===== config.mk =====
export PLATFORM = sky130hd
export DESIGN_NAME = rpt_serial_mul
export DESIGN_NICKNAME = d
export VERILOG_FILES = /design/src/sv/rpt_pkg.sv /design/src/sv/rpt_serial_mul.sv
export SDC_FILE = /design/constraint.sdc
export NUM_CORES = 1
export LEC_CHECK = 0
export BUFFER_PORTS_ARGS = -buffer_cell sky130_fd_sc_hd__buf_4
export CAP_MARGIN = 20
export CORE_MARGIN = 1
export CORE_UTILIZATION = 53
export DETAILED_ROUTE_END_ITERATION = 8
export PLACE_DENSITY = 0.82
export SYNTH_ARGS = -nofsm -noshare
export SYNTH_HDL_FRONTEND = slang
export SYNTH_SLANG_ARGS = --single-unit
export TNS_END_PERCENT = 5

===== constraint.sdc =====
create_clock -name clock -period 3.3 [get_ports clock]
set_clock_uncertainty 0.15 [all_clocks]
set_input_delay 0 -clock clock [delete_from_list [all_inputs] [get_ports clock]]
set_output_delay 0 -clock clock [all_outputs]
set_load 0.01 [all_outputs]

===== src/sv/rpt_pkg.sv =====
// rpt_pkg: shared types and constants of the rtd pid tec controller
// no dependencies; every other file of the block imports it
`default_nettype none

package rpt_pkg;

   // field widths
   localparam int TEMP_W   = 17;
   localparam int GAIN_W   = 16;
   localparam int DUTY_W   = 16;
   localparam int INTEG_W  = 13;
   localparam int MAG_W    = 17;

   // configuration port
   localparam int CSR_IDX_W  = 3;
   localparam int CSR_DATA_W = 17;

   localparam logic [CSR_IDX_W-1:0] CSR_TARGET_TEMP = 3'd0;
   localparam logic [CSR_IDX_W-1:0] CSR_GAIN_P      = 3'd1;
   localparam logic [CSR_IDX_W-1:0] CSR_GAIN_I      = 3'd2;
   localparam logic [CSR_IDX_W-1:0] CSR_GAIN_D      = 3'd3;
   localparam logic [CSR_IDX_W-1:0] CSR_PWM_PERIOD  = 3'd4;

   // register reset values
   localparam logic signed [TEMP_W-1:0] TARGET_RESET = 17'sd2500;
   localparam logic [GAIN_W-1:0]        GAIN_P_RESET = 16'd256;
   localparam logic [GAIN_W-1:0]        GAIN_I_RESET = 16'd0;
   localparam logic [GAIN_W-1:0]        GAIN_D_RESET = 16'd0;
   localparam logic [DUTY_W-1:0]        PERIOD_RESET = 16'd65535;

   localparam logic signed [TEMP_W-1:0] TARGET_MIN = -17'sd50000;
   localparam logic signed [TEMP_W-1:0] TARGET_MAX = 17'sd50000;

   // serial unit widths
   localparam int MUL_MC_W = 40;
   localparam int MUL_MP_W = 32;
   localparam int MUL_P_W  = 64;
   localparam int RAD_W    = 64;
   localparam int ROOT_W   = 32;
   localparam int DIV_N_W  = 46;
   localparam int DIV_D_W  = 29;
   localparam int DIV_Q_W  = 16;
   localparam int DRIVE_ACC_W = 40;
   localparam int DRIVE_W     = 22;

   // callendar-van dusen inversion, scaled by 2^32 under the root
   localparam logic [RAD_W-1:0]    SQRT_BASE     = 64'd1527480889 << 32;
   localparam logic [27:0]         CVD_K         = 28'd231000000;
   localparam logic [ROOT_W-1:0]   ROOT_ZERO     = 32'd2561343488;
   localparam logic [15:0]         T_SCALE       = 16'd50000;
   localparam logic [DIV_D_W-1:0]  DIV_TEMP      = 29'd378470400;
   localparam logic [DIV_D_W-1:0]  DIV_TEMP_HALF = 29'd189235200;
   localparam logic [DIV_Q_W-1:0]  COLD_LIMIT    = 16'd10000;

   // pid constants
   localparam logic [DIV_D_W-1:0]  DIV_TEN    = 29'd10;
   localparam logic [MAG_W-1:0]    INC_ROUND  = 17'd5;
   localparam logic [INTEG_W-1:0]  INTEG_MAX  = 13'd5000;
   localparam logic [DRIVE_W-1:0]  DRIVE_FULL = 22'd2560000;

   // sequencer states
   typedef enum logic [3:0] {
      ST_IDLE,
      ST_MUL_D,
      ST_SQRT,
      ST_MUL_T,
      ST_DIV_T,
      ST_DIV_I,
      ST_MUL_P,
      ST_MUL_I,
      ST_MUL_K,
      ST_CLAMP,
      ST_MUL_Y,
      ST_DIV_Y,
      ST_OUT
   } ctl_state_type;

   // requests to the serial units
   typedef struct packed {
      logic                       start;
      logic signed [MUL_MC_W-1:0] mcand;
      logic [MUL_MP_W-1:0]        mplier;
   } mul_req_type;

   typedef struct packed {
      logic             start;
      logic [RAD_W-1:0] radicand;
   } sqrt_req_type;

   typedef struct packed {
      logic               start;
      logic [DIV_N_W-1:0] num;
      logic [DIV_D_W-1:0] divisor;
   } div_req_type;

endpackage

`default_nettype wire


===== src/sv/rpt_serial_mul.sv =====
// rpt_serial_mul: shift-and-add multiplier, one multiplier bit per cycle
// depends on rpt_pkg (mul_req_type, widths)
`default_nettype none

module rpt_serial_mul
   import rpt_pkg::*;
(
   input  logic                      clock,
   input  logic                      reset,
   input  mul_req_type               req,
   output logic                      done,
   output logic signed [MUL_P_W-1:0] product
);

   logic                      busy_ff;
   logic                      done_ff;
   logic signed [MUL_P_W-1:0] acc_ff;
   logic signed [MUL_P_W-1:0] mc_ff;
   logic [MUL_MP_W-1:0]       mp_ff;
   logic                      last_step;

   // finish on the step that consumes the top set bit
   assign last_step = (mp_ff[MUL_MP_W-1:1] == '0);

   // control
   always_ff @(posedge clock) begin
      if (reset) begin
         busy_ff <= 1'b0;
         done_ff <= 1'b0;
      end else if (req.start) begin
         busy_ff <= 1'b1;
         done_ff <= 1'b0;
      end else if (busy_ff && last_step) begin
         busy_ff <= 1'b0;
         done_ff <= 1'b1;
      end else begin
         done_ff <= 1'b0;
      end
   end

   // accumulate shifted multiplicand under each set bit
   always_ff @(posedge clock) begin
      if (req.start) begin
         acc_ff <= '0;
         mc_ff  <= MUL_P_W'(req.mcand);
         mp_ff  <= req.mplier;
      end else if (busy_ff) begin
         if (mp_ff[0]) begin
            acc_ff <= acc_ff + mc_ff;
         end
         mc_ff <= mc_ff <<< 1;
         mp_ff <= mp_ff >> 1;
      end
   end

   assign done    = done_ff;
   assign product = acc_ff;

endmodule

`default_nettype wire


==> results of run 1 <==
==> worst min-delay path, stage by stage <==
cell and delay, ns:
dlygate4sd3_1 0.54, buf_4 0.11, nor3_1 0.04
==> state kept, by name, indices dropped and copies added, names as in the netlist <==
name and count:
product 64, mp_ff 32, mc_ff 64, busy_ff 1, done 1
==> layout make-up <==
cell class	instances	area, um^2	area share [%]
Inverter	51	193	1.49
Clock inverter	15	188	1.45
Sequential cell	162	4200	32.4
Tap cell	229	287	2.21
Timing Repair Buffer	265	2180	16.9
Clock buffer	17	425	3.28
Multi-Input combinational cell	755	5480	42.3
==> metal layers <==
layer / share of wire, % / wire length [um]
met5: 0 / 0
met4: 3.4 / 926
met3: 7.2 / 1950
met2: 49 / 13100
met1: 41 / 10900
==> worst max-delay path by stage <==
stage | slack, ns | cells past startpoint | endpoint | from
after CTS | 0.008 | 11 | product[61] | mc_ff[14]
after global placement | -0.08 | 13 | product[56] | mc_ff[0]
after floorplan | 0.15 | 12 | product[56] | mc_ff[0]
after detailed placement | -0.23 | 13 | product[62] | mc_ff[0]
final | 0.03 | 13 | product[56] | mc_ff[0]
after global routing | -0.11 | 13 | product[62] | mc_ff[0]
==> kinds of logic after synthesis <==
logic type,synth area share (%)
AND/OR/NAND/NOR,11.8
adder cells (fa/ha/maj),8.22
XOR/XNOR,4.99
AO/OA/AOI/OAI,20.2
flip-flops,42.8
multiplexers,7.90
buffers and inverters,4.16
==> layout by cell type, fill, tap and decap left out, drive strengths merged, types with 8 or more instances in the layout <==
cell type,instances
xor2,22
buf,192
a22o,18
a21oi,111
ha,63
mux2,69
clkinv,9
or3,8
clkbuf,17
nor2,37
a21o,35
a211oi,8
o21bai,13
o21ai,76
dfxtp,66
a221oi,8
nand3,15
dlygate4sd3,73
and2,9
o21a,11
inv,56
nand4,17
and3,9
nor3,9
edfxtp,96
xnor2,34
nor4,10
nand2,120
==> through the flow <==
stage | cell area, um^2 | setup TNS (ns) | hold slack [ns] | setup slack, ns | utilization [%]
2_1_floorplan | 9830 | 0 | -0.0733 | 0.149 | -
3_3_place_gp | 11300 | -0.273 | 0.0258 | -0.0761 | 62.4
3_5_place_dp | 11300 | -1.14 | 0.0317 | -0.235 | 62.4
4_1_cts | 12700 | 0 | 0.133 | 0.00795 | 70.1
5_1_grt | 13000 | -0.749 | 0.130 | -0.111 | 71.7
6_report | 13000 | 0 | 0.139 | 0.0311 | 71.7
==> power breakdown <==
group | total, mW | switching, mW | leakage, nW | internal (mW)
clock | 2.03 | 0.996 | 0.294 | 1.03
combinational | 1.70 | 0.896 | 3.73 | 0.801
sequential | 2.52 | 0.153 | 1.51 | 2.37
total | 6.24 | 2.05 | 5.54 | 4.20
==> timing repair <==
item | in CTS | in global routing
hold buffers | 73 | 0
pin swaps | 5 | 25
resized for setup | 10 | 45
gates cloned | 0 | 0
hold endpoints to repair | 81 | 0
endpoints found under the setup margin | 17 | 29
buffers inserted | 1 | 7
==> flow_summary_export.csv, run 1 <==
group,metric,value,unit
global_routing,grt.busiest_layer,"met2",
synthesis,postSynthAreaPerCell,9.61,um^2
synthesis,synth_most_common_cell,"nand2_1",
die,start_util,54.3,%
detailed_routing,wirelength,27000,um
timing,hold_violations,0,
critical_path,worst-path-max-fanout,4,
synthesis,netlist_area,0.00983,mm^2
hold_path,hp-class,"primary input to flop",
die,die_x,138,um
place,port_buffers,139,
pwr,p_leak,5.54,nW
global_routing,grt_pass1_wl,42800,um
global_routing,grt_max_degree,64,
pwr,power,6.24,mW
critical_path,cp_slowest_cell,"edfxtp_1",
critical_path,arrival,3.44,ns
clock_tree,clock_tree.root_cell,"clkbuf_16",
critical_path,max_stage_delay,0.45,ns
synthesis,synthArstFlopShare,0,%
die,rows,49,
die,io_pins,140,
finish,syn_to_final_growth,31.9,%
die,die_h,138,um
critical_path,end_kind,"flop",
finish,drive_above_1_share,26.7,%
timing,slew_headroom,43.9,%
global_routing,grtUsageTotal,27.6,%
critical_path,r2r-start,"mc_ff[0]",
detailed_routing,route.detailed.drc,18,
timing,fmax,0.306,GHz
critical_path,cp_cell_sequence,"ha_4 -> fa_2 -> a21oi_4 -> o211ai_1 -> a211oi_2 -> buf_4 -> a211oi_2 -> o21ai_2 -> nand2_2 -> a41o_1 -> a41o_1 -> xor2_1 -> a22o_1",
place,placed_cells,1381,
critical_path,start_kind,"flop",
outcome,outcome,"finished with violations",
clock_tree,cts_inserted_buffers,17,
hold_path,min_from,"reset",
synthesis,synth_edf_count,96,
die,dieArea,0.0191,mm^2
global_routing,gr-total-overflow,0,
global_routing,grt.met2_usage,46.9,%
synthesis,ys_top_cells_by_area,"edfxtp_1 (29%), dfxtp_1 (13%), ha_1 (8.0%), mux2_2 (7.9%), a21oi_1 (5.7%)",
clock_tree,cts.sinks,162,
synthesis,synthTopCellsByCount,"nand2_1 (120), a21oi_1 (111), edfxtp_1 (96)",
synthesis,synth_top_flop_cell,"edfxtp_1",
detailed_routing,ant_nets,0,
critical_path,required,3.47,ns
synthesis,synth.net_count,1162,
synthesis,yosysTopAreaCell,"edfxtp_1",
hold_path,hold_depth,3,
place,gp_congestion,0.883,
pwr,p_per_area,481,mW/mm^2
finish,instances_no_fill,1494,
clock_tree,clk_latency,0.44,ns
clock_tree,cts_tree,"yes",
global_routing,grt_util_met1,34.3,%
place,hpwl,17100,um
synthesis,yosysSeqAreaShare,42.8,%
finish,nets,1391,
outcome,violations,"DRC",
timing,drv_slew,0,
synthesis,ys_ff_latch,162,
critical_path,reg2regPathDepth,13,
timing,worst_pin_slew,0.838,ns
clock_tree,clockBufferDepth,2,
detailed_routing,drt_iter0_markers,751,
detailed_routing,drt_first_pass_iters,8,
clock_tree,htree_levels,4,
global_routing,antenna_found_initial,0,
clock_tree,clk_pin_slew_worst_paths,0.08,ns
finish,n_fill_cell,1236,
critical_path,crit_type,"flop to flop",
critical_path,cp_num_buf_inv,1,
timing,finalSetupViolCount,0,
timing,min_period_over_period,99.1,%
finish,n_antenna_cell,0,
die,core,0.0181,mm^2
detailed_routing,wire_per_inst,18.0,um
global_routing,use_met3,6.27,%
job,maxCapViolations,0,
detailed_routing,num_vias,8921,
timing,period_minus_slack,3.27,ns
synthesis,syn_inst,1023,
critical_path,regToRegSetupSlack,0.03,ns
synthesis,ys_warn_count,0,
critical_path,cp_top_family,"compound AO/OA/AOI/OAI gates",
synthesis,post-synth-top-area-fraction,29.3,%
pwr,vdd_drop_max,0.384,mV
global_routing,grt_pass1_vias,8809,
detailed_routing,via_per_inst,5.97,
hold_path,hold_end,"busy_ff",
synthesis,synthDistinctLibCells,60,
timing,rsz0062_at_grt,"true",
critical_path,r2r-end,"product[56]",
Power figures use the tool's default switching activity.
==> run 2: changes to the inputs <==
--- a/config.mk
+++ b/config.mk
@@ -8,9 +8,9 @@
 export BUFFER_PORTS_ARGS = -buffer_cell sky130_fd_sc_hd__buf_4
 export CAP_MARGIN = 20
 export CORE_MARGIN = 1
-export CORE_UTILIZATION = 53
+export CORE_UTILIZATION = 50
 export DETAILED_ROUTE_END_ITERATION = 8
-export PLACE_DENSITY = 0.82
+export PLACE_DENSITY = 0.78
 export SYNTH_ARGS = -nofsm -noshare
 export SYNTH_HDL_FRONTEND = slang
 export SYNTH_SLANG_ARGS = --single-unit
==> run 2 against run 1 <==
  * The flow now finishes without violations
  * Non-clock buffer count up 5
  * Largest power group unchanged
  * Worst hold slack better by 0.023 ns
  * Global-route usage down 1.4 points
  * Die area up 5.9%
  * First-iteration DRC count down 32%
  * Sequential share of layout area about the same
==> flow_summary_export.csv, run 2 (synthesis results as in run 1) <==
group,metric,value,unit
finish,syn_to_final_growth,31.8,%
finish,final_common_cell,"buf_4",
critical_path,end_kind,"flop",
timing,finalSetupViolCount,0,
hold_path,hp-class,"primary input to flop",
critical_path,crit_type,"flop to flop",
global_routing,grt_pass1_wl,42200,um
global_routing,gr-total-overflow,0,
global_routing,grt_pass1_vias,8678,
finish,seqCellArea,0.00420,mm^2
critical_path,cp_top_family,"compound AO/OA/AOI/OAI gates",
place,place_worst_setup_slack,-0.173,ns
detailed_routing,via_per_inst,5.65,
finish,final_cell_area,0.0130,mm^2
clock_tree,clk_latency,0.43,ns
global_routing,antenna_found_initial,0,
place,dpl_cell_area,0.0114,mm^2
clock_tree,clockBufferDepth,2,
die,rows,50,
place,gp_congestion,0.899,
timing,rsz0062_at_grt,"true",
die,dieArea,0.0202,mm^2
finish,n_fill_cell,1423,
critical_path,max_stage_delay,0.39,ns
pwr,p_per_area,474,mW/mm^2
clock_tree,htree_levels,4,
detailed_routing,wire_per_inst,17.0,um
pwr,power,6.14,mW
timing,setup_slack,0.112,ns
timing,holdWs,0.162,ns
detailed_routing,wirelength,26000,um
finish,nets,1396,
timing,drv_slew,0,
detailed_routing,drt_first_pass_iters,5,
timing,hold_violations,0,
die,io_pins,140,
timing,min_period_over_period,96.6,%
timing,worst_pin_slew,0.878,ns
critical_path,cp_num_buf_inv,1,
timing,slew_headroom,41.4,%
clock_tree,clock_tree.root_cell,"clkbuf_16",
critical_path,cp_cell_sequence,"ha_1 -> fa_2 -> a21oi_2 -> o211ai_1 -> a211oi_2 -> buf_4 -> a211oi_2 -> o21ai_2 -> nand2_2 -> a41o_1 -> a41o_1 -> xor2_1 -> a22o_1",
detailed_routing,ant_nets,0,
timing,period_minus_slack,3.19,ns
finish,multiInputGateArea,0.00542,mm^2
global_routing,grtUsageTotal,26.2,%
die,die_x,142,um
critical_path,start_kind,"flop",
critical_path,required,3.47,ns
die,core,0.0190,mm^2
finish,drive_above_1_share,26.5,%
die,die_h,142,um
place,port_buffers,139,
outcome,outcome,"completed",
die,start_util,51.9,%
pwr,p_leak,5.56,nW
critical_path,arrival,3.36,ns
place,hpwl,17500,um
clock_tree,clk_pin_slew_worst_paths,0.07,ns
finish,mostFrequentLayoutCells,"buf_4 (196), nand2_1 (119), a21oi_1 (108), edfxtp_1 (96), dlygate4sd3_1 (73)",
critical_path,cp_slowest_cell,"edfxtp_1",
global_routing,grt_max_degree,76,
clock_tree,cts.sinks,162,
critical_path,worst-path-max-fanout,4,
pwr,vdd_drop_max,0.337,mV
detailed_routing,drt_iter0_markers,512,
timing,setup_tns,0,ns
timing,fmax,0.314,GHz
clock_tree,cts_inserted_buffers,17,
detailed_routing,num_vias,8649,
clock_tree,cts_tree,"yes",
detailed_routing,route.detailed.drc,0,
job,maxCapViolations,0,
run 2: changes by cell type in the layout (fill, tap and decap cells not counted), moves of 2 or more:
cell / before / now
inv_6: 1 / 4
clkinv_8: 6 / 3
buf_4: 191 / 196
a221oi_1: 5 / 3
o21ai_0: 65 / 63
ha_2: 5 / 3
ha_1: 48 / 53
a221oi_2: 3 / 5
ha_4: 10 / 7
clkinv_4: 2 / 0
o21ai_1: 6 / 9
clkinvlp_4: 1 / 4
run 2: worst min-delay path: cells and delay by family:
| kind | cells | cell delay (ns) |
|---|---|---|
| buffers and inverters | 2 | 0.65 |
| AND/OR/NAND/NOR | 1 | 0.04 |
run 2: worst paths after layout:
path | from | end | slack (ns) | depth (start not counted)
worst min-delay path | reset | busy_ff | 0.16 | 3
worst max register to register | mc_ff[0] | product[56] | 0.11 | 13
worst max-delay path | mc_ff[0] | product[56] | 0.11 | 13
worst min register to register | product[59] | product[59] | 0.33 | 2
run 2: area by class of cell:
type / count / area share (%)
antenna: 1 / 0.0193
clock buffer: 17 / 3.28
sequential: 162 / 32.5
inverter: 51 / 1.49
timing repair buffer: 270 / 17.2
tap: 260 / 2.51
multi-input combinational: 755 / 41.9
clock inverter: 15 / 1.23
run 2: per-stage QoR:
stage / util [%] / cells
6_report: 68.3 / 1531
5_1_grt: 68.3 / 1530
4_1_cts: 67.4 / 1524
3_5_place_dp: 60.1 / 1419
3_3_place_gp: 60.1 / 1419
2_1_floorplan: - / 1023
run 2: where the power goes:
group / switching [mW] / internal (mW)
logic: 0.870 / 0.798
registers: 0.150 / 2.37
clock network: 0.942 / 1.01
total: 1.96 / 4.17
run 2: layer usage:
layer	wire (um)	GRT usage (%)	share of wire (%)	vias up
met5	0	0	0	-
met1	11200	33.1	43	4110
met2	13000	45.3	50	278
met3	1310	4.34	5.1	37
met4	485	9.22	1.9	0
li1	-	-	-	4224
run 2: timing repair:
item | in CTS | in global routing
resized for setup | 14 | 32
hold endpoints to repair | 88 | 0
endpoints found under the setup margin | 18 | 28
buffers inserted | 0 | 6
pin swaps | 2 | 15
hold buffers | 73 | 0
