[src/sv/rpt_pkg.sv]
// rpt_pkg: shared types and constants of the rtd pid tec controller
// no dependencies; every other file of the block imports it
`default_nettype none

package rpt_pkg;

   // field widths
   localparam int TEMP_W   = 17;
   localparam int GAIN_W   = 16;
   localparam int DUTY_W   = 16;
   localparam int INTEG_W  = 13;
   localparam int MAG_W    = 17;

   // configuration port
   localparam int CSR_IDX_W  = 3;
   localparam int CSR_DATA_W = 17;

   localparam logic [CSR_IDX_W-1:0] CSR_TARGET_TEMP = 3'd0;
   localparam logic [CSR_IDX_W-1:0] CSR_GAIN_P      = 3'd1;
   localparam logic [CSR_IDX_W-1:0] CSR_GAIN_I      = 3'd2;
   localparam logic [CSR_IDX_W-1:0] CSR_GAIN_D      = 3'd3;
   localparam logic [CSR_IDX_W-1:0] CSR_PWM_PERIOD  = 3'd4;

   // register reset values
   localparam logic signed [TEMP_W-1:0] TARGET_RESET = 17'sd2500;
   localparam logic [GAIN_W-1:0]        GAIN_P_RESET = 16'd256;
   localparam logic [GAIN_W-1:0]        GAIN_I_RESET = 16'd0;
   localparam logic [GAIN_W-1:0]        GAIN_D_RESET = 16'd0;
   localparam logic [DUTY_W-1:0]        PERIOD_RESET = 16'd65535;

   localparam logic signed [TEMP_W-1:0] TARGET_MIN = -17'sd50000;
   localparam logic signed [TEMP_W-1:0] TARGET_MAX = 17'sd50000;

   // serial unit widths
   localparam int MUL_MC_W = 40;
   localparam int MUL_MP_W = 32;
   localparam int MUL_P_W  = 64;
   localparam int RAD_W    = 64;
   localparam int ROOT_W   = 32;
   localparam int DIV_N_W  = 46;
   localparam int DIV_D_W  = 29;
   localparam int DIV_Q_W  = 16;
   localparam int DRIVE_ACC_W = 40;
   localparam int DRIVE_W     = 22;

   // callendar-van dusen inversion, scaled by 2^32 under the root
   localparam logic [RAD_W-1:0]    SQRT_BASE     = 64'd1527480889 << 32;
   localparam logic [27:0]         CVD_K         = 28'd231000000;
   localparam logic [ROOT_W-1:0]   ROOT_ZERO     = 32'd2561343488;
   localparam logic [15:0]         T_SCALE       = 16'd50000;
   localparam logic [DIV_D_W-1:0]  DIV_TEMP      = 29'd378470400;
   localparam logic [DIV_D_W-1:0]  DIV_TEMP_HALF = 29'd189235200;
   localparam logic [DIV_Q_W-1:0]  COLD_LIMIT    = 16'd10000;

   // pid constants
   localparam logic [DIV_D_W-1:0]  DIV_TEN    = 29'd10;
   localparam logic [MAG_W-1:0]    INC_ROUND  = 17'd5;
   localparam logic [INTEG_W-1:0]  INTEG_MAX  = 13'd5000;
   localparam logic [DRIVE_W-1:0]  DRIVE_FULL = 22'd2560000;

   // sequencer states
   typedef enum logic [3:0] {
      ST_IDLE,
      ST_MUL_D,
      ST_SQRT,
      ST_MUL_T,
      ST_DIV_T,
      ST_DIV_I,
      ST_MUL_P,
      ST_MUL_I,
      ST_MUL_K,
      ST_CLAMP,
      ST_MUL_Y,
      ST_DIV_Y,
      ST_OUT
   } ctl_state_type;

   // requests to the serial units
   typedef struct packed {
      logic                       start;
      logic signed [MUL_MC_W-1:0] mcand;
      logic [MUL_MP_W-1:0]        mplier;
   } mul_req_type;

   typedef struct packed {
      logic             start;
      logic [RAD_W-1:0] radicand;
   } sqrt_req_type;

   typedef struct packed {
      logic               start;
      logic [DIV_N_W-1:0] num;
      logic [DIV_D_W-1:0] divisor;
   } div_req_type;

endpackage

`default_nettype wire

[src/sv/rpt_serial_div.sv]
// rpt_serial_div: restoring divider, one quotient bit per cycle
// depends on rpt_pkg (div_req_type, widths)
`default_nettype none

module rpt_serial_div
   import rpt_pkg::*;
(
   input  logic               clock,
   input  logic               reset,
   input  div_req_type        req,
   output logic               done,
   output logic [DIV_Q_W-1:0] quotient
);

   localparam int CNT_W = $clog2(DIV_Q_W);

   logic               busy_ff;
   logic               done_ff;
   logic [CNT_W-1:0]   cnt_ff;
   logic [DIV_N_W-1:0] rem_ff;
   logic [DIV_N_W-1:0] dsh_ff;
   logic [DIV_Q_W-1:0] quot_ff;
   logic               fits;

   assign fits = (rem_ff >= dsh_ff);

   // control
   always_ff @(posedge clock) begin
      if (reset) begin
         busy_ff <= 1'b0;
         done_ff <= 1'b0;
         cnt_ff  <= '0;
      end else if (req.start) begin
         busy_ff <= 1'b1;
         done_ff <= 1'b0;
         cnt_ff  <= '0;
      end else if (busy_ff) begin
         cnt_ff <= cnt_ff + CNT_W'(1);
         if (cnt_ff == CNT_W'(DIV_Q_W - 1)) begin
            busy_ff <= 1'b0;
            done_ff <= 1'b1;
         end
      end else begin
         done_ff <= 1'b0;
      end
   end

   // divisor walks down from its top quotient position
   always_ff @(posedge clock) begin
      if (req.start) begin
         rem_ff  <= req.num;
         dsh_ff  <= DIV_N_W'(req.divisor) << (DIV_Q_W - 1);
         quot_ff <= '0;
      end else if (busy_ff) begin
         if (fits) begin
            rem_ff <= rem_ff - dsh_ff;
         end
         dsh_ff  <= dsh_ff >> 1;
         quot_ff <= {quot_ff[DIV_Q_W-2:0], fits};
      end
   end

   assign done     = done_ff;
   assign quotient = quot_ff;

endmodule

`default_nettype wire

[config.mk]
export PLATFORM = sky130hd
export DESIGN_NAME = rpt_serial_div
export DESIGN_NICKNAME = d
export VERILOG_FILES = /design/src/sv/rpt_pkg.sv /design/src/sv/rpt_serial_div.sv
export SDC_FILE = /design/constraint.sdc
export NUM_CORES = 1
export LEC_CHECK = 0
export ABC_AREA = 1
export BUFFER_PORTS_ARGS = -buffer_cell sky130_fd_sc_hd__buf_2
export CAP_MARGIN = 40
export CORE_UTILIZATION = 65
export DETAILED_ROUTE_END_ITERATION = 10
export PLACE_DENSITY_LB_ADDON = 0.2
export SETUP_SLACK_MARGIN = 0.1
export SLEW_MARGIN = 20
export SYNTH_ARGS = -nofsm -noshare
export SYNTH_HDL_FRONTEND = slang
export SYNTH_SLANG_ARGS = --single-unit
[constraint.sdc]
create_clock -name clock -period 6.7 [get_ports clock]
set_input_delay 1.34 -clock clock [delete_from_list [all_inputs] [get_ports clock]]
set_output_delay 1.34 -clock clock [all_outputs]
set_load 0.01 [all_outputs]
==> metrics.txt, run 1 <==
Nets 1476; largest net degree at the start of global routing 98; Mapped Nets roughly 1.4k; ys async rst share 0%; Fin. Hold Viols 0; worst-path fanout max 24; share of the synthesized area in the top cell type 26.8%; final clock skew 0.0121 ns; crit share post-route between 40% and 50%; Vias 7995; DRT Pass-1 Iters 8; Synth top cells by count 463 x nand2_1, 265 x inv_1, 75 x edfxtp_1; Final ANT Viol Nets 0; post-DR vias/cell 5.23; Post-Syn Area per Cell around 6.6 µm²; total core area 12600 µm²; status completed; Max Fclk 323 MHz; CTS tree done; Metal-1 WL approximately 10000 µm; Worst setup SP type flop; Seq/Total Area, Yosys 35.6%; GR Overflow Total 0; antenna diode count 0; top_reg_cell synth edfxtp_1; total design power 0.00273 W; initial antenna violation count 0; Final Routed Wirelength 21800 µm; VDD IR-drop max 0.000149 V; DR DRC count 0; Starting Density approximately two thirds; # IOs 95; crit path time final approximately 3.1 ns; Synth warnings 0; Avg WL per Cell 14.3 µm; first-pass GRT wire length 34100 µm; max-slew violation count 0; Layout Utilization 74.3%; layout cells sized above 1 14.3%; met3 WL 1420 µm; cts hold-fix bufs 0; Post-synth EDFFs 75; WL met2 9900 µm; arrival time at the worst endpoint 3.16 ns; placed cell areas just over 9000 µm²; clock-pin slew on the worst setup and hold paths 0.08 ns; Worst Setup Slack, final approximately 3.6 ns; clk root buf clkbuf_16; Syn-to-layout area delta 11.5%; post-synth cell types 35; Initial DRC Count 766; Placer Congestion 0.997; Area contributors post-synth edfxtp_1 27%, nand2_1 21%, inv_1 12%, dfxtp_1 8.8%, ha_1 6.7%; Synth area leader edfxtp_1; Crit. End Element flop; Top Layer Used met4; maxcap violations 0; leakage power total 4.94 nW; Post-CTS Setup Inserts 0; Pwr Density just under 300 nW/µm²; hpwl dp approximately 17000 µm; clock sink count around 110; Worst EP required a little under 7 ns; setup TNS 0 ns; Hold WC Path Type flop to flop; chip width about 120 µm; Worst slew margin 58.0%; I/O Buffers 94; CTS max path bufs 2; CTS buffer count 9; Die Footprint 13400 µm²; register bit total from synthesis 112; count of final setup violators 0; Syn Std Cell Area around 8400 µm²; Setup CP Type flop to flop; Worst Tran Pin Value between 0.6 and 0.7 ns; Tot GR Track Use 33.1%; row count 41; RSZ-0062 raised after global routing no; most numerous cell in the Yosys netlist nand2_1; # resized after CTS 0; worst skew pair latency 0.37 ns; number of global-route vias before repair between 7k and 8k; Syn Inst Count between 1k and 1.5k; Chip Height approximately 120 µm; setup slack at placement 2.66 ns; CTS H-tree lvls 3; Finished Cell Area 9380 µm²
==> state kept, by name, summed over array words and instances, names as in the netlist <==
name      flops
quotient     16
dsh_ff       44
done          1
rem_ff       46
cnt_ff        4
busy_ff       1
==> worst max-delay path, cell delays in order, from the launching register on <==
cell      delay, ns
edfxtp_1       0.39
ha_1           0.40
nand2_1        0.15
nor2_1         0.22
nand2_1        0.11
o21ai_0        0.39
nand2_1        0.12
nand4_1        0.16
nand2_1        0.09
nand2_2        0.48
buf_12         0.27
==> layout by cell type (no fill, tap or decap), types with 2 or more instances in the layout <==
cell type | Yosys | layout
nand2_1 | 463 | 462
inv_1 | 265 | 264
buf_2 | 10 | 94
edfxtp_1 | 75 | 75
nor2_1 | 60 | 60
nand3_1 | 57 | 57
o21ai_0 | 48 | 48
ha_1 | 45 | 45
dfxtp_1 | 37 | 37
a21oi_1 | 35 | 35
nor2_2 | 27 | 27
o22ai_1 | 27 | 27
nand2_2 | 21 | 22
nand3_2 | 12 | 12
xnor2_1 | 12 | 12
clkbuf_16 | 0 | 9
nand4_1 | 8 | 8
o21ai_1 | 8 | 8
inv_2 | 6 | 7
nor3_1 | 6 | 6
nor2_4 | 5 | 5
nand3b_1 | 4 | 4
xor2_1 | 4 | 4
or2_2 | 4 | 4
inv_8 | 0 | 3
buf_12 | 0 | 3
nor4_1 | 2 | 2
or2_1 | 2 | 2
nor3_2 | 2 | 2
o21bai_1 | 2 | 2
buf_4 | 1 | 2
==> routing by layer <==
metal / global-route usage (%) / vias up
met5: 0 / -
met4: 12.3 / 0
met3: 4.76 / 35
met2: 54.3 / 309
met1: 44.5 / 3572
li1: - / 4079
==> where the power goes <==
group	total [W]	internal (W)	switching, W	leakage [nW]
clock	0.000535	0.000263	0.000272	0.143
combinational	0.00132	0.000438	0.000879	3.73
sequential	0.000881	0.000853	0.0000288	1.07
total	0.00273	0.00155	0.00118	4.94
==> per-stage QoR <==
| step | cells | hold WS (ns) |
|---|---|---|
| after CTS | 1528 | 0.486 |
| after detailed placement | 1512 | 0.473 |
| after global routing | 1529 | 0.518 |
| final | 1529 | 0.484 |
| after floorplan | 1265 | 0.432 |
| after global placement | 1509 | 0.449 |
==> kinds of logic (layout without fill, tap and decap cells) <==
logic type	after synthesis	after routing	share of synthesized area (%)
XOR/XNOR	16	16	1.67
AND/OR/NAND/NOR	673	673	34.5
buffers and inverters	295	387	13.4
AO/OA/AOI/OAI	123	123	7.90
adder cells (fa/ha/maj)	46	46	6.93
flip-flops	112	112	35.6
==> area by class of cell <==
type / count / area, µm²
Clock buffer: 10 / 229
Multi-Input combinational cell: 858 / 4300
Timing Repair Buffer: 100 / 573
Sequential cell: 112 / 2990
Clock inverter: 6 / 57.6
Fill cell: 1030 / 3240
Tap cell: 172 / 215
Inverter: 271 / 1020
==> final timing paths <==
| check | cells past startpoint | end | slack [ns] | from |
|---|---|---|---|---|
| hold reg to reg | 2 | cnt_ff[3] | 0.48 | cnt_ff[3] |
| setup reg to reg | 10 | rem_ff[45] | 3.60 | rem_ff[26] |
| setup / recovery | 10 | rem_ff[45] | 3.60 | rem_ff[26] |
| hold / removal | 2 | cnt_ff[3] | 0.48 | cnt_ff[3] |
Power figures use the tool's default switching activity.
==> inputs of run 2 (changes only) <==
Settings changed: CORE_UTILIZATION 65 to 60.
Clock period 6.7 ns to 3.01 ns, I/O delays scaled along.
==> metrics.txt, run 2 (same netlist as run 1, synthesis figures left out) <==
CTS max path bufs 2 (unchanged); Worst setup SP type flop (unchanged); chip width 120 µm (was 116 µm); max-slew violation count 0 (unchanged); arrival time at the worst endpoint 2.67 ns (was 3.16 ns); Pint 0.00350 W (was 0.00155 W); Crit. End Element flop (unchanged); Final Routed Wirelength 21600 µm (was 21800 µm); I/O Buffers 94 (unchanged); # IOs 95 (unchanged); Fin. Hold Viols 0 (unchanged); Hold WC Path Type input pin to flop (was flop to flop); antenna diode count 0 (unchanged); Pwr Density 648 nW/µm² (was 291 nW/µm²); status completed (unchanged); combinational power share 47.7% (was 48.2%); number of global-route vias before repair 7498 (was 7224); post-DR vias/cell 5.16 (was 5.23); leakage power total 4.94 nW (about the same); Worst EP required 3.13 ns (was 6.76 ns); most frequent cells in the layout 462 x nand2_1, 264 x inv_1, 94 x buf_2 (unchanged); maxcap violations 0 (unchanged); GR Overflow Total 0 (unchanged); Hold Worst Slack 0.413 ns (was 0.484 ns); # resized after CTS 0 (unchanged); switching portion of total power 42.6% (was 43.1%); max reg flops 46 (unchanged); Nets 1477 (was 1476); clock sink count 112 (unchanged); Net Sw Power 0.00259 W (was 0.00118 W); Chip Height 120 µm (was 116 µm); Worst Tran Pin Value 0.739 ns (was 0.628 ns); Tot GR Track Use 31.2% (was 33.1%); Final ANT Viol Nets 0 (unchanged); worst-path fanout max 4 (was 24); Max Fclk 392 MHz (was 323 MHz); CTS buffer count 9 (unchanged); Starting Density 62.5% (was 66.6%); Worst slew margin 50.7% (was 58.0%); row count 42 (was 41); most common cell after layout, fill and taps aside nand2_1 (unchanged); first-pass GRT wire length 35400 µm (was 34100 µm); DRT Pass-1 Iters 5 (was 8); final clock skew 0.00921 ns (was 0.0121 ns); Largest Register rem_ff (unchanged); setup TNS 0 ns (unchanged); CTS H-tree lvls 3 (unchanged); cts hold-fix bufs 0 (unchanged); Flop pwr share 32.2% (was 32.3%); largest net degree at the start of global routing 58 (was 98); Vias 7921 (was 7995); RSZ-0062 raised after global routing no (unchanged); placed cell areas 9090 µm² (was 9070 µm²); Post-CTS Setup Inserts 0 (unchanged); DR DRC count 0 (unchanged); CTS tree done (unchanged); initial antenna violation count 0 (unchanged); Setup CP Type flop to flop (unchanged); total core area 13500 µm² (was 12600 µm²); hpwl dp 17300 µm (was 17200 µm); VDD IR-drop max 0.000367 V (was 0.000149 V); clk root buf clkbuf_16 (unchanged); worst skew pair latency 0.36 ns (was 0.37 ns); Layout Utilization 69.8% (was 74.3%); crit path time final 2.55 ns (was 3.10 ns); Initial DRC Count 583 (was 766); clock-pin slew on the worst setup and hold paths 0.08 ns (about the same); Die Footprint 14500 µm² (was 13400 µm²); Placer Congestion 0.991 (was 0.997); Finished Cell Area 9390 µm² (was 9380 µm²); layout cells sized above 1 14.4% (was 14.3%); crit share post-route 84.7% (was 46.2%); Avg WL per Cell 14.1 µm (was 14.3 µm); count of final setup violators 0 (unchanged); Syn-to-layout area delta 11.6% (was 11.5%); Clk network pwr share 20.1% (was 19.6%)
run 2: critical path: stages (launching register included):
cell and delay, ns:
edfxtp_1 0.32, inv_1 0.04, ha_1 0.22, fa_1 0.42, inv_1 0.14, nand2_1 0.08, a21oi_1 0.38, nand2_1 0.12
nand3_2 0.14, nand3_1 0.19, nand2_1 0.11, nand2_1 0.05, nand3_1 0.06, nand2_1 0.05
run 2: power groups by stage:
stage	clock network, W	registers (W)	logic [W]
floorplan	0	0.00198	0.00215
global placement	0	0.00198	0.00280
detailed placement	0	0.00200	0.00285
CTS	0.00123	0.00196	0.00287
global route	0.00127	0.00198	0.00328
finish	0.00122	0.00196	0.00290
run 2: worst paths after layout:
path	startpoint	end	depth (start not counted)	slack [ns]
max	rem_ff[0]	rem_ff[28]	13	0.46
min reg2reg	cnt_ff[3]	cnt_ff[3]	2	0.47
max reg2reg	rem_ff[0]	rem_ff[28]	13	0.46
min	reset	busy_ff	2	0.41
run 2: final cells by class:
type | instances | area, µm²
Sequential cell | 112 | 2990
Inverter | 271 | 1020
Tap cell | 176 | 220
Fill cell | 1248 | 4060
Multi-Input combinational cell | 858 | 4300
Clock buffer | 11 | 254
Timing Repair Buffer | 101 | 561
Clock inverter | 5 | 50.0
run 2: through the flow:
stage / setup WS [ns] / cells / power [W]
2_1_floorplan: 0.104 / 1265 / 0.00413
3_3_place_gp: 0.518 / 1518 / 0.00478
3_5_place_dp: 0.501 / 1518 / 0.00484
4_1_cts: 0.472 / 1534 / 0.00606
5_1_grt: 0.297 / 1534 / 0.00653
6_report: 0.460 / 1534 / 0.00609
run 2: routing by layer:
layer,up-vias,wire [µm],global-route usage [%]
met2,236,9830,51.7
met3,33,1290,5.05
met1,3579,10100,42.5
met4,0,374,7.79
met5,-,0,0
li1,4073,-,-
==> inputs of run 3 (changes only) <==
Settings changed: ABC_AREA 1 to 0, CORE_UTILIZATION 60 to 53.
Clock period 3.01 ns to 2.3 ns, I/O delays scaled along.
==> metrics.txt, run 3 <==
CTS max path bufs 2 (unchanged); post-synth cell types 61 (was 35); CTS H-tree lvls 3 (unchanged); count of final setup violators 83 (was 0); Pint 0.00709 W (was 0.00350 W); Post-synth EDFFs 75 (unchanged); setup TNS -36.35 ns (was 0 ns); Net Sw Power 0.00479 W (was 0.00259 W); most frequent cells in the layout 181 x buf_4, 141 x nand2_1, 93 x buf_2 (was 462 x nand2_1, 264 x inv_1, 94 x buf_2); setup slack at placement -0.624 ns (was 0.501 ns); Seq/Total Area, Yosys 40.7% (was 35.6%); top_reg_cell synth edfxtp_1 (unchanged); combinational power share 62.7% (was 47.7%); first-pass GRT wire length 32200 µm (was 35400 µm); Worst EP required 2.44 ns (was 3.13 ns); antenna diode count 0 (unchanged); Die Footprint 14400 µm² (was 14500 µm²); largest net degree at the start of global routing 128 (was 58); row count 42 (unchanged); Setup CP Type flop to flop (unchanged); clock sink count 112 (unchanged); worst skew pair latency 0.37 ns (was 0.36 ns); crit share post-route 128% (was 84.7%); hpwl dp 13700 µm (was 17300 µm); Vias 7332 (was 7921); VDD IR-drop max 0.000622 V (was 0.000367 V); Nets 1245 (was 1477); crit path time final 2.93 ns (was 2.55 ns); leakage power total 4.61 nW (was 4.94 nW); CTS buffer count 9 (unchanged); Worst slew margin 60.3% (was 50.7%); mux cell area share after synthesis 4.37% (was 0%); Synth warnings 0 (unchanged); Area contributors post-synth edfxtp_1 31%, dfxtp_1 10%, ha_1 7.7%, nand2_1 7.3%, o21ai_0 6.7% (was edfxtp_1 27%, nand2_1 21%, inv_1 12%, dfxtp_1 8.8%, ha_1 6.7%); Syn-to-layout area delta 43.5% (was 11.6%); post-DR vias/cell 5.63 (was 5.16); arrival time at the worst endpoint 3.07 ns (was 2.67 ns); Synth area leader edfxtp_1 (unchanged); Pwr Density 1130 nW/µm² (was 648 nW/µm²); Clk network pwr share 13.4% (was 20.1%); Post-Syn Area per Cell 8.53 µm² (was 6.65 µm²); worst-path fanout max 3 (was 4); clock-pin slew on the worst setup and hold paths 0.09 ns (was 0.08 ns); Tot GR Track Use 28.3% (was 31.2%); switching portion of total power 40.3% (was 42.6%); ys async rst share 0% (unchanged); Synth Area in Compound Gates 19.3% (was 7.90%); I/O Buffers 94 (unchanged); Mapped Nets 986 (was 1389); Fin. Hold Viols 0 (unchanged); cts hold-fix bufs 0 (unchanged); Final Routed Wirelength 21400 µm (was 21600 µm); Worst Tran Pin Value 0.589 ns (was 0.739 ns); # IOs 95 (unchanged); Crit. End Element flop (unchanged); Chip Height 120 µm (about the same); failing checks negative setup slack; most common cell after layout, fill and taps aside buf_4 (was nand2_1); Largest Register rem_ff (unchanged); chip width 120 µm (about the same); Starting Density 54.9% (was 62.5%); CTS tree done (unchanged); Hold WC Path Type input pin to flop (unchanged); final clock skew 0.0134 ns (was 0.00921 ns); layout cells sized above 1 37.2% (was 14.4%); status finished with violations (was completed); register bit total from synthesis 112 (unchanged); number of global-route vias before repair 7020 (was 7498); Adder-Cell Fraction of Synth Area 7.93% (was 6.93%); dpl cells 1256 (was 1518); Simple-Gate Fraction of Synth Area 17.5% (was 34.5%); Layout Utilization 78.8% (was 69.8%); RSZ-0062 raised after global routing yes (was no); Placer Congestion 0.954 (was 0.991); non-filler cells, final 1302 (was 1534); initial antenna violation count 0 (unchanged); most numerous cell in the Yosys netlist nand2_1 (unchanged); clk root buf clkbuf_16 (unchanged); Synth top cells by count 144 x nand2_1, 99 x o21ai_0, 75 x edfxtp_1 (was 463 x nand2_1, 265 x inv_1, 75 x edfxtp_1); Syn Inst Count 862 (was 1265); max-slew violation count 0 (unchanged); largest family of logic cells by synthesized area compound AO/OA/AOI/OAI gates (was simple AND/OR/NAND/NOR gates); Final ANT Viol Nets 0 (unchanged); max reg flops 46 (unchanged); XOR/XNOR Fraction of Synth Area 4.76% (was 1.67%); DRT Pass-1 Iters 8 (was 5); Worst Setup Slack, final -0.633 ns (was 0.460 ns); Flop pwr share 23.9% (was 32.2%); DR DRC count 0 (unchanged); Syn Std Cell Area 7360 µm² (was 8410 µm²); Avg WL per Cell 16.5 µm (was 14.1 µm); total core area 13400 µm² (was 13500 µm²); GR Overflow Total 0 (unchanged); Initial DRC Count 631 (was 583); share of the synthesized area in the top cell type 30.6% (was 26.8%); maxcap violations 0 (unchanged); Worst setup SP type flop (unchanged); Max Fclk 341 MHz (was 392 MHz)
## run 3: final timing paths
path | start | end | slack, ns | depth (start not counted)
worst max-delay path | rem_ff[4] | rem_ff[45] | -0.63 | 10
worst min-delay path | reset | busy_ff | 0.33 | 2
worst max register to register | rem_ff[4] | rem_ff[45] | -0.63 | 10
worst min register to register | quotient[15] | quotient[15] | 0.49 | 2
## run 3: power by group through the flow
stage	registers [W]	logic, W	clock network, W
after CTS	0.00282	0.00651	0.00161
after detailed placement	0.00285	0.00579	0
final	0.00284	0.00745	0.00160
after global routing	0.00287	0.00799	0.00166
after global placement	0.00283	0.00570	0
after floorplan	0.00281	0.00349	0
## run 3: logic make-up (layout without fill, tap and decap cells)
| logic type | after synthesis | after routing |
|---|---|---|
| simple gates | 290 | 290 |
| compound gates | 237 | 237 |
| flops | 112 | 112 |
| buf+inv | 105 | 369 |
| fa+ha+maj | 46 | 46 |
| xor+xnor | 40 | 40 |
| mux | 32 | 32 |
## run 3: cell type report
type	count	area [µm²]
repair buffers	297	2160
well taps	176	220
flip-flops and latches	112	3000
clock inverters	7	71.3
clock buffers	9	225
inverters	56	210
fillers	864	2850
multi-input cells	645	4660
## run 3: routing by layer
metal	vias to the layer above	track usage, %	share of wire (%)
li1	3550	-	-
met1	3406	34.3	40
met2	300	50.8	50
met3	76	4.23	5.8
met4	0	9.61	3.8
met5	-	0	0
## run 3: repair_timing
action,CTS,global route
endpoints found under the setup margin,84,85
gates resized for setup,80,63
gates cloned,2,1
pin swaps,37,37
endpoints found under the hold margin,0,0
buffers inserted,18,16
## run 3: through the flow
stage | total power [W] | cell area (µm²) | hold WS (ns)
2_1_floorplan | 0.00630 | 7510 | 0.472
3_3_place_gp | 0.00853 | 9340 | 0.469
3_5_place_dp | 0.00864 | 9340 | 0.481
4_1_cts | 0.0109 | 10100 | 0.322
5_1_grt | 0.0125 | 10600 | 0.332
6_report | 0.0119 | 10600 | 0.327
## run 3: critical path, cell delays in order (launching register included)
cell,delay [ns]
edfxtp_1,0.42
ha_4,0.27
a21o_1,0.20
a211o_1,0.25
o2111a_2,0.29
o2111a_1,0.29
a211oi_4,0.35
buf_4,0.18
o21ai_2,0.06
xnor2_1,0.14
mux2_2,0.25
